## src/rtl/ofrs_pkg.sv

```systemverilog
// Shared types, constants and a popcount helper function for the OneMax roulette selector.
package ofrs_pkg;

    localparam int POP_MAX     = 256;
    localparam int GENE_BITS   = 32;
    localparam int IDX_W       = 8;
    localparam int FIT_W       = 6;
    localparam int TOT_W       = 14;
    localparam int RND_W       = 16;
    localparam int CNT_W       = 9;
    localparam int BYTES       = GENE_BITS / 8;
    localparam int BYTE_IDX_W  = (BYTES > 1) ? $clog2(BYTES) : 1;
    localparam int DIV_CNT_W   = $clog2(RND_W);
    localparam logic [TOT_W-1:0] TOTAL_MAX = {TOT_W{1'b1}};

    localparam logic OP_EVAL   = 1'b0;
    localparam logic OP_SELECT = 1'b1;

    typedef struct packed {
        logic             op;
        logic [IDX_W-1:0] slot;
        logic [31:0]      gene;
        logic [RND_W-1:0] random_value;
    } t_in;

    typedef struct packed {
        logic [FIT_W-1:0] fitness;
        logic [IDX_W-1:0] best_slot;
        logic [FIT_W-1:0] best_fitness;
        logic [IDX_W-1:0] worst_slot;
        logic [FIT_W-1:0] worst_fitness;
        logic [TOT_W-1:0] fitness_total;
        logic [IDX_W-1:0] chosen_slot;
        logic [31:0]      chosen_gene;
        logic             select_error;
    } t_out;

    typedef enum logic [2:0] {
        S_IDLE,
        S_DISP,
        S_POP,
        S_UPD,
        S_DIV,
        S_SCAN,
        S_GRD,
        S_DONE
    } t_state;

    typedef struct packed {
        logic capture;
        logic pop_step;
        logic upd;
        logic div_step;
        logic scan_step;
        logic load_out;
    } t_cmd;

    typedef struct packed {
        logic op_select;
        logic total_zero;
        logic pop_last;
        logic div_last;
        logic scan_done;
    } t_sts;

    function automatic logic [3:0] pop8(input logic [7:0] b);
        logic [3:0] n;
        n = 4'd0;
        for (int i = 0; i < 8; i++) begin
            n = n + {3'b000, b[i]};
        end
        return n;
    endfunction

endpackage

```

## src/rtl/ofrs_ctrl.sv

```systemverilog
// Controller state machine sequencing evaluate and select transactions.
module ofrs_ctrl (
    input  logic           i_clk,
    input  logic           i_rst_n,
    input  logic           i_in_valid,
    output logic           o_in_ready,
    output logic           o_out_valid,
    input  logic           i_out_ready,
    input  ofrs_pkg::t_sts i_sts,
    output ofrs_pkg::t_cmd o_cmd
);

    ofrs_pkg::t_state r_state, n_state;
    logic             r_out_valid, n_out_valid;

    always_ff @(posedge i_clk) begin
        if (!i_rst_n) begin
            r_state     <= ofrs_pkg::S_IDLE;
            r_out_valid <= 1'b0;
        end else begin
            r_state     <= n_state;
            r_out_valid <= n_out_valid;
        end
    end

    always_comb begin
        n_state    = r_state;
        o_cmd      = '0;
        o_in_ready = 1'b0;
        unique case (r_state)
            ofrs_pkg::S_IDLE: begin
                o_in_ready = 1'b1;
                if (i_in_valid) begin
                    o_cmd.capture = 1'b1;
                    n_state       = ofrs_pkg::S_DISP;
                end
            end
            ofrs_pkg::S_DISP: begin
                if (!i_sts.op_select) begin
                    n_state = ofrs_pkg::S_POP;
                end else if (i_sts.total_zero) begin
                    n_state = ofrs_pkg::S_DONE;
                end else begin
                    n_state = ofrs_pkg::S_DIV;
                end
            end
            ofrs_pkg::S_POP: begin
                o_cmd.pop_step = 1'b1;
                if (i_sts.pop_last) begin
                    n_state = ofrs_pkg::S_UPD;
                end
            end
            ofrs_pkg::S_UPD: begin
                o_cmd.upd = 1'b1;
                n_state   = ofrs_pkg::S_DONE;
            end
            ofrs_pkg::S_DIV: begin
                o_cmd.div_step = 1'b1;
                if (i_sts.div_last) begin
                    n_state = ofrs_pkg::S_SCAN;
                end
            end
            ofrs_pkg::S_SCAN: begin
                o_cmd.scan_step = 1'b1;
                if (i_sts.scan_done) begin
                    n_state = ofrs_pkg::S_GRD;
                end
            end
            ofrs_pkg::S_GRD: begin
                n_state = ofrs_pkg::S_DONE;
            end
            ofrs_pkg::S_DONE: begin
                if (!r_out_valid || i_out_ready) begin
                    o_cmd.load_out = 1'b1;
                    n_state        = ofrs_pkg::S_IDLE;
                end
            end
            default: n_state = ofrs_pkg::S_IDLE;
        endcase
    end

    always_comb begin
        if (o_cmd.load_out) begin
            n_out_valid = 1'b1;
        end else if (i_out_ready) begin
            n_out_valid = 1'b0;
        end else begin
            n_out_valid = r_out_valid;
        end
    end

    assign o_out_valid = r_out_valid;

endmodule

```

## config.mk

```make
export PLATFORM = sky130hd
export DESIGN_NAME = ofrs_ctrl
export DESIGN_NICKNAME = d
export VERILOG_FILES = /design/src/rtl/ofrs_pkg.sv /design/src/rtl/ofrs_ctrl.sv
export SDC_FILE = /design/constraint.sdc
export NUM_CORES = 1
export LEC_CHECK = 0
export ABC_AREA = 1
export BUFFER_PORTS_ARGS = -buffer_cell sky130_fd_sc_hd__buf_4
export CORE_AREA = 2 2 39 41
export DETAILED_ROUTE_END_ITERATION = 6
export DIE_AREA = 0 0 41 43
export HOLD_SLACK_MARGIN = 0.15
export PLACE_DENSITY = 0.47
export REMOVE_ABC_BUFFERS = 1
export SLEW_MARGIN = 20
export SYNTH_ARGS = -nofsm -noshare
export SYNTH_HDL_FRONTEND = slang
export SYNTH_SLANG_ARGS = --single-unit
export TNS_END_PERCENT = 5
```

## constraint.sdc

```tcl
create_clock -name i_clk -period 3.1 [get_ports i_clk]
set_clock_uncertainty 0.05 [all_clocks]
set_input_delay 0.31 -clock i_clk [delete_from_list [all_inputs] [get_ports i_clk]]
set_output_delay 0.31 -clock i_clk [all_outputs]
set_load 0.03 [all_outputs]
```

[Yosys cells after proc, flatten, opt, wreduce, memory -nomap -nowiden]
Index checks and enable logic that the tools add are counted.
Word-level totals
  register bits after elaboration: 4
  input port bits: 9
  output and inout port bits: 8
  word-level logic and storage cells: 39
Cells by class
  equal/unequal tests: 12
  muxes and demuxes: 19
  reduce and logical (&&, ||, !) cells: 6
Operators by type and width (count)
  3-bit one-hot mux with 7 select lines: 1
  3-bit two-way mux: 6
  3-bit equality test (second input constant): 4
  1-bit two-way mux: 11
  2-bit != test (second input constant): 5
  3-bit by 2-bit equality test with 1-bit output (second input constant): 2
  5-bit AND reduction: 1
  3-bit by 1-bit equality test with 1-bit output (second input constant): 1
  3-bit logical NOT: 1
  2-bit two-way mux: 1
  2-bit nonzero test: 1
  2-bit OR reduction: 1
  1-bit logical NOT: 1
  1-bit logical OR: 1

[Longest topological paths before layout]
Gate-level depths: netlist of the first run.
  word-level depth: 5
  depth in mapped cells: 8
  mapped depth without buffers: 8

[Worst setup path after synthesis of the first run]
OpenSTA, ideal clock, no wires.
  kind: register -> output
  start: register r_state[1]
  end: output port o_cmd[4] (netlist name)
  arrival time: 1.144 ns
  data required time: 2.740 ns
  path slack: 1.596 ns
  stages on the path, launching flop included: 4
  buffers on the path: 1
  path through: dfxtp_1 > clkbuf_8 > inv_1 > nor3_1
RTL lines
  from (decl): line ofrs_ctrl.sv:13  | ofrs_pkg::t_state r_state, n_state;
  from (signal assigned): line ofrs_ctrl.sv:18  | r_state <= ofrs_pkg::S_IDLE;
  from (signal assigned): line ofrs_ctrl.sv:21  | r_state <= n_state;
  to (decl): line ofrs_ctrl.sv:10  | output ofrs_pkg::t_cmd o_cmd

==> results.cfg, run 1 <==
[detailed_routing]
routed.top_layer = met3
vias_per_cell = 4.18
wl_um = 780
drtIter0Drc = 5
drcViolationCount = 0
dr_wl_met3_um = 27
ant_nets = 0
met1_length_um = 365
wl_per_cell_um = 8.30
met2WireLength_um = 388
via_count = 393
first_pass_iters = 3

[die]
core_um2 = 1380
rows = 14
die_y_um = 43
num_io_pins = 17
start_util_pct = 24.7
dieArea_um2 = 1760
die_w_um = 41

[worst_hold_path]
min_path_type = input pin to flop

[clock_tree]
numCtsBuffers = 3
cts_resized = 0
cts_root_buf = clkbuf_4
cts_max_level = 1
ctsHoldBuffers = 0
insertion_delay_ns = 0.23
cts_buffer_depth = 2
cts.reportedPaths.clkPinSlew_ns = 0.04
tritoncts = yes
cts.sinks = 4
postCtsSetupBuffers = 0

[logic_synthesis]
synth_cells = 61
seq_area_frac_synth_pct = 23.4
synth.area.top_cells = dfxtp_1 23%, nand2_1 14%, nor2_1 14%
synth_compound_area_share_pct = 7.33
synth.distinct_cells = 16
synth_simple_gate_area_share_pct = 49.8
avgSynthCellArea_um2 = 5.60
synth_area_um2 = 342
yosysTopAreaCellShare_pct = 23.4
synth-xor-area-share_pct = 0
yosysWarningCount = 0
synth_seq_cells = 4
synthMuxAreaShare_pct = 0
yosysTopAreaCell = dfxtp_1
synth_top_family_by_area = simple AND/OR/NAND/NOR gates
synth_fa_ha_area_share_pct = 0

[finish]
area.growth.synth_to_final_pct = 41.4
seq_area_um2 = 80.1
multi_input_area_um2 = 195
diodes = 0
nNetsFinal = 89
mostFrequentLayoutCell = buf_4
drive_gt1_share_pct = 29.5
fin_area_um2 = 483
layout_common_cells = 16 x buf_4, 13 x nor2_1, 13 x nand2_1
fillers = 163
final_util_pct = 34.9

[power]
p_leak_uw = 0.000278
seqPwrFrac_pct = 24.8
powerDensity_nw_per_um2 = 840
p_total_uw = 406
power_frac_clock_pct = 15.5
combPwrFrac_pct = 59.7
p_sw_uw = 203
internal-power_uw = 202
switching_share_pct = 50.1
worst_ir_drop_vdd_uv = 308

[critical_path]
crit_path_end_kind = output pin
worst_ep_required_time_ns = 2.74
path_class = flop to output pin
cp-start-kind = flop
r2r_setup_slack_ns = 1.86
slowest_stage = dfxtp_1
path_max_fanout = 7
crit_buf_inv = 2
crit_arrival_ns = 1.28
path_delay_family = flip-flops
path_cells = nand2_2, inv_2, nand2_1, nor2_1, buf_4
slowest_delay_ns = 0.46

[grt]
grt-ovfl-total = 0
grt_pass1_vias = 364
grt_start_max_net_pins = 11
grt_antenna_before_repair = 0
grt_pass1_wl_um = 1390
grt_use_total_pct = 11.4

[sta]
relSlewSlack_pct = 78.5
setup_viol = 0
maxSlewViolCount = 0
timing.hold.ws_ns = 0.280
timing.final.crit_share_pct = 53.0
fin_crit_ns = 1.64
tightest_slew_ns = 0.322
rsz0062_at_grt = no
max_freq_mhz = 608
fin_tns_setup_ns = 0
final_hold_viol_count = 0

[place]
dp_hpwl_um = 665
routabilityCongestion = 0.821
placed_area_um2 = 460
port-buffer-count = 16

[run]
maxCapViolCount = 0

[run_status]
status = completed
## routing by layer
layer,vias up,global-route usage (%)
met5,-,0
met4,0,6.00
met3,0,3.14
met2,4,16.3
met1,167,15.1
li1,222,-
## final timing paths
kind / from / endpoint / cells after the start
setup / recovery: r_state[0] / o_cmd[0] / 5
hold reg to reg: r_state[0] / r_state[0] / 2
setup reg to reg: r_state[1] / r_state[0] / 6
hold / removal: i_rst_n / r_state[1] / 3
## cells in the mapped netlist
| library cell | number |
|---|---|
| nor2_2 | 2 |
| a21oi_1 | 2 |
| nand2_2 | 1 |
| clkbuf_8 | 1 |
| nor3_1 | 2 |
| nand3b_1 | 1 |
| nor2_1 | 13 |
| buf_4 | 1 |
| inv_1 | 11 |
| a22oi_1 | 1 |
| nand3_1 | 6 |
| nand4_1 | 1 |
| nand2_1 | 13 |
| inv_2 | 1 |
| dfxtp_1 | 4 |
| a21boi_0 | 1 |
## per-stage QoR
stage,setup WS (ns),cells
6_report,1.46,94
5_1_grt,1.37,94
4_1_cts,1.45,94
3_5_place_dp,1.70,91
3_3_place_gp,1.68,91
2_1_floorplan,1.55,59
## cell type report
cell class                 count  share of cell area [%]
inverter                      12                    9.33
timing repair buffer          16                    24.9
multi-input combinational     43                    40.4
sequential                     4                    16.6
tap                           16                    4.15
clock buffer                   3                    4.66
## power groups by stage
stage                     clock network, uW  registers [uW]  logic (uW)
after floorplan                           0            94.5         174
after global placement                    0             101         248
after detailed placement                  0             101         244
after CTS                              65.8             100         245
after global routing                   70.8             106         275
final                                  62.9             101         242
## cells by family (layout without fill, tap and decap cells)
group / count (synthesis) / after routing
simple gates: 39 / 39
buf+inv: 14 / 31
compound gates: 4 / 4
flops: 4 / 4
## flip-flops by register name, indices dropped and copies added (netlist names)
signal and flops:
r_state 3, o_out_valid 1
## worst min-delay path: stages
cell and delay, ns:
buf_4 0.10, nand2_1 0.05, nor2_1 0.07
(Power assumes the default switching activity.)
==> run 2, diff against run 1 <==
==> constraint.sdc (replaced) <==
create_clock -name i_clk -period 1.6 [get_ports i_clk]
set_clock_uncertainty 0.05 [all_clocks]
set_input_delay 0.16 -clock i_clk [delete_from_list [all_inputs] [get_ports i_clk]]
set_output_delay 0.16 -clock i_clk [all_outputs]
set_load 0.03 [all_outputs]
==> run 2 against run 1 <==
Via count up 5.1%. Routed wire length up 9.0%. Sequential share of layout area down 0.12 points. Critical path depth unchanged. Die area unchanged. Critical path type unchanged. Critical endpoint unchanged. Largest cell class unchanged.
==> results.cfg, run 2 (synthesized netlist as in run 1, its figures left out) <==
[clock_tree]
postCtsSetupBuffers = 0
numCtsBuffers = 3
cts.reportedPaths.clkPinSlew_ns = 0.04
cts_buffer_depth = 2
cts_max_level = 1
insertion_delay_ns = 0.23
cts.sinks = 4
cts_root_buf = clkbuf_4
tritoncts = yes

[sta]
timing.hold.ws_ns = 0.211
max_freq_mhz = 693
relSlewSlack_pct = 78.3
setup_viol = 0
fin_tns_setup_ns = 0
fin_crit_ns = 1.44
tightest_slew_ns = 0.325
setup_ws_ns = 0.157
maxSlewViolCount = 0
final_hold_viol_count = 0
timing.final.crit_share_pct = 90.2
rsz0062_at_grt = no

[place]
routabilityCongestion = 0.690
port-buffer-count = 16
dpl.cell_count = 91
pre_cts_ws_ns = 0.325
dp_hpwl_um = 697

[detailed_routing]
wl_um = 850
via_count = 413
drtIter0Drc = 11
ant_nets = 0
wl_per_cell_um = 8.95
drcViolationCount = 0
first_pass_iters = 4
vias_per_cell = 4.35

[worst_hold_path]
hold_start = i_out_ready
worstHoldPathCells = 4
min_to = o_out_valid
min_path_type = input pin to flop

[power]
powerDensity_nw_per_um2 = 1620
worst_ir_drop_vdd_uv = 480
p_leak_uw = 0.000283

[critical_path]
crit_path_end_kind = output pin
reg2reg_from = r_state[1]
path_max_fanout = 5
r2r_setup_slack_ns = 0.32
worstReg2RegEnd = r_state[1]
worst_ep_required_time_ns = 1.39
cp-start-kind = flop
path_class = flop to output pin
crit_arrival_ns = 1.23
rr_worst_depth = 7

[finish]
mostFrequentLayoutCell = buf_4
drive_gt1_share_pct = 30.4
diodes = 0
layout_common_cells = 16 x buf_4, 13 x nor2_1, 13 x nand2_1
top_register = r_state
area.growth.synth_to_final_pct = 44.7
final_util_pct = 35.7
largest_reg_flops = 3
nNetsFinal = 90
finalNonFillerCells = 95
fillers = 156

[die]
die_y_um = 43
num_io_pins = 17
dieArea_um2 = 1760
core_um2 = 1380
start_util_pct = 24.7
die_w_um = 41
rows = 14

[grt]
grt_antenna_before_repair = 0
grt_use_total_pct = 11.9
grt_pass1_vias = 381
grt-ovfl-total = 0
grt_start_max_net_pins = 11
grt_pass1_wl_um = 1440

[run]
maxCapViolCount = 0

[run_status]
status = completed
run 2: cell types whose count changed in the layout (fill, tap and decap cells not counted), sizes merged:
cell	previous run	this run
dlygate4sd3	0	1
run 2: per-stage QoR:
stage	cell area, um^2	power [uW]
final	494	799
after global routing	494	882
after CTS	493	806
after detailed placement	460	673
after global placement	460	677
after floorplan	320	520
run 2: critical path: stages, from the launching register on:
cell and delay [ns]:
dfxtp_1 0.41, nand2_2 0.12, inv_2 0.08, nand2_1 0.11
nor2_1 0.12, buf_4 0.17
run 2: worst max path at each step:
stage / slack, ns / from / cells after the start / end
floorplan: 0.20 / r_state[1] / 2 / o_cmd[4]
global placement: 0.31 / r_state[0] / 5 / o_cmd[0]
detailed placement: 0.33 / r_state[0] / 5 / o_cmd[0]
CTS: 0.07 / r_state[0] / 5 / o_cmd[0]
global route: 0.05 / r_state[2] / 5 / o_cmd[0]
finish: 0.16 / r_state[2] / 5 / o_cmd[0]
run 2: cell type report:
cell class	instances	area, um^2	share of cell area (%)
Inverter	12	45.0	9.11
Tap cell	16	20.0	4.05
Multi-Input combinational cell	43	195	39.5
Clock buffer	3	22.5	4.56
Sequential cell	4	81.3	16.5
Timing Repair Buffer	17	130	26.3
run 2: per-layer routing:
layer,track usage (%),wire length [um],up-vias,share of wire (%)
met3,3.14,25,0,2.9
met2,16.6,416,6,49
met5,0,0,-,0
li1,-,-,223,-
met4,8.00,0,0,0
met1,15.4,408,184,48
run 2: repair_timing:
item / 4_1_cts / 5_1_grt
hold buffers: 1 / 0
gates resized for setup: 0 / 1
setup endpoints to repair: 0 / 1
hold endpoints to repair: 3 / 0
run 2: where the power goes:
group	leakage, uW	switching [uW]	total (uW)	internal (uW)
clock network	0.0000138	41.2	125	83.9
registers	0.0000332	62.6	198	136
logic	0.000236	298	475	177
==> run 3, diff against run 2 <==
--- a/config.mk
+++ b/config.mk
@@ -5,15 +5,15 @@
 export SDC_FILE = /design/constraint.sdc
 export NUM_CORES = 1
 export LEC_CHECK = 0
-export ABC_AREA = 1
+export ABC_AREA = 0
 export BUFFER_PORTS_ARGS = -buffer_cell sky130_fd_sc_hd__buf_4
 export CORE_AREA = 2 2 39 41
 export DETAILED_ROUTE_END_ITERATION = 6
 export DIE_AREA = 0 0 41 43
+export GPL_ROUTABILITY_DRIVEN = 1
 export HOLD_SLACK_MARGIN = 0.15
-export PLACE_DENSITY = 0.47
+export PLACE_DENSITY = 0.45
 export REMOVE_ABC_BUFFERS = 1
-export SLEW_MARGIN = 20
 export SYNTH_ARGS = -nofsm -noshare
 export SYNTH_HDL_FRONTEND = slang
 export SYNTH_SLANG_ARGS = --single-unit
==> run 3 against run 2 <==
Critical path depth decreased by 3. Flip-flop and latch count unchanged. First-iteration DRC count decreased by 82%. Critical path type unchanged. Critical endpoint is now o_cmd[2].
==> results.cfg, run 3 <==
[finish]
finalNonFillerCells = 72
largest_reg_flops = 3
top_register = r_state
area.growth.synth_to_final_pct = 42.2
diodes = 0
mostFrequentLayoutCell = buf_4
drive_gt1_share_pct = 37.5
layout_common_cells = 16 x buf_4, 5 x nand2_1, 5 x nor2_1
nNetsFinal = 67

[power]
powerDensity_nw_per_um2 = 1000
worst_ir_drop_vdd_uv = 523
p_leak_uw = 0.000193

[logic_synthesis]
synth.area.top_cells = dfxtp_1 25%, mux2i_1 9.3%, buf_6 7.0%
yosysWarningCount = 0
yosysTopAreaCellShare_pct = 24.8
ys.flop_type = dfxtp_1
synthTopCellsByCount = 5 x nand2_1, 5 x nor2_1, 4 x dfxtp_1
synth_area_um2 = 323
synth_cells = 40
synth.distinct_cells = 21
yosysTopAreaCell = dfxtp_1
synth_seq_cells = 4
seq_area_frac_synth_pct = 24.8
avgSynthCellArea_um2 = 8.07
synth_edf_count = 0
async_reset_ff_share_pct = 0

[grt]
grt_start_max_net_pins = 13
grt-ovfl-total = 0
grt_pass1_vias = 274
grt_antenna_before_repair = 0
grt_use_total_pct = 9.61
grt_pass1_wl_um = 1100

[run]
maxCapViolCount = 0

[die]
start_util_pct = 23.3
rows = 14
dieArea_um2 = 1760
die_w_um = 41
num_io_pins = 17
core_um2 = 1380
die_y_um = 43

[clock_tree]
postCtsSetupBuffers = 0
cts_root_buf = clkbuf_4
cts_buffer_depth = 2
cts.sinks = 4
cts.reportedPaths.clkPinSlew_ns = 0.04
cts_max_level = 1
tritoncts = yes
numCtsBuffers = 3
insertion_delay_ns = 0.23

[sta]
tightest_slew_ns = 0.365
maxSlewViolCount = 0
final_hold_viol_count = 0
fin_crit_ns = 1.47
fin_tns_setup_ns = 0
relSlewSlack_pct = 75.7
timing.hold.ws_ns = 0.240
max_freq_mhz = 679
setup_viol = 0
rsz0062_at_grt = no
timing.final.crit_share_pct = 92.1

[detailed_routing]
wl_per_cell_um = 11.0
ant_nets = 0
first_pass_iters = 3
drtIter0Drc = 2
drcViolationCount = 0
via_count = 315
vias_per_cell = 4.38
wl_um = 791

[critical_path]
cp-start-kind = flop
worst_ep_required_time_ns = 1.39
path_class = flop to output pin
path_max_fanout = 10
path_cells = nor3b_1, buf_4
crit_path_end_kind = output pin
slowest_delay_ns = 0.53
slowest_stage = dfxtp_1
crit_arrival_ns = 1.26

[place]
dp_hpwl_um = 617
dpl.cell_count = 68
port-buffer-count = 16
routabilityCongestion = 0.632

[worst_hold_path]
min_path_type = input pin to flop

[run_status]
status = completed
run 3: changes by cell type in the layout (fill, tap and decap cells not counted), sizes merged, moves of 2 or more:
cell	before	now
nand3	6	1
and2	0	2
inv	12	0
o211ai	0	2
o21ai	0	2
nand2b	0	2
nor2	15	5
nand2	14	5
mux2i	0	3
run 3: metal layers:
layer	GRT usage [%]	share of wire (%)	up-vias
li1	-	-	170
met1	11.1	46	133
met2	13.4	46	12
met3	1.57	8.0	0
met4	10.0	0	0
met5	0	0	-
run 3: layout make-up:
cell class,instances,area [um^2]
well taps,16,20.0
repair buffers,17,130
fillers,153,925
clock buffers,3,22.5
multi-input cells,32,205
flip-flops and latches,4,81.3
run 3: power breakdown:
part	switching (uW)	internal (uW)
clock network	41.9	84.0
registers	39.5	114
logic	95.3	85.9
total	177	284
run 3: logic make-up (layout without fill, tap and decap cells):
family                 Yosys count  count (layout)  share of synthesized area, %
AO/OA/AOI/OAI                    9               9                          19.8
buffers and inverters            4              20                          11.6
AND/OR/NAND/NOR                 20              20                          34.5
flip-flops                       4               4                          24.8
multiplexers                     3               3                          9.30
run 3: through the flow:
| step | power [uW] | area (um^2) | worst slack, ns | util, % |
|---|---|---|---|---|
| 2_1_floorplan | 263 | 285 | -0.182 | - |
| 3_3_place_gp | 336 | 425 | 0.222 | 30.7 |
| 3_5_place_dp | 335 | 425 | 0.213 | 30.7 |
| 4_1_cts | 472 | 458 | 0.0294 | 33.1 |
| 5_1_grt | 494 | 459 | 0.0304 | 33.2 |
| 6_report | 461 | 459 | 0.127 | 33.2 |
run 3: worst paths after layout:
check	to	slack (ns)	startpoint	cells after the start
max	o_cmd[2]	0.13	r_state[2]	2
min	o_out_valid	0.24	i_out_ready	3
max reg2reg	r_state[1]	0.30	r_state[0]	4
min reg2reg	o_out_valid	0.52	o_out_valid	2
run 3: timing repair:
item	in CTS	in global routing
setup endpoints to repair	0	2
resized for setup	0	1
hold buffers	1	0
hold endpoints to repair	2	0
run 3: worst max-delay path: cells and delay by family, from the launching register on:
| family | cells | cell delay [ns] |
|---|---|---|
| and+or+nand+nor | 1 | 0.29 |
| buffers and inverters | 1 | 0.21 |
| DFF | 1 | 0.53 |
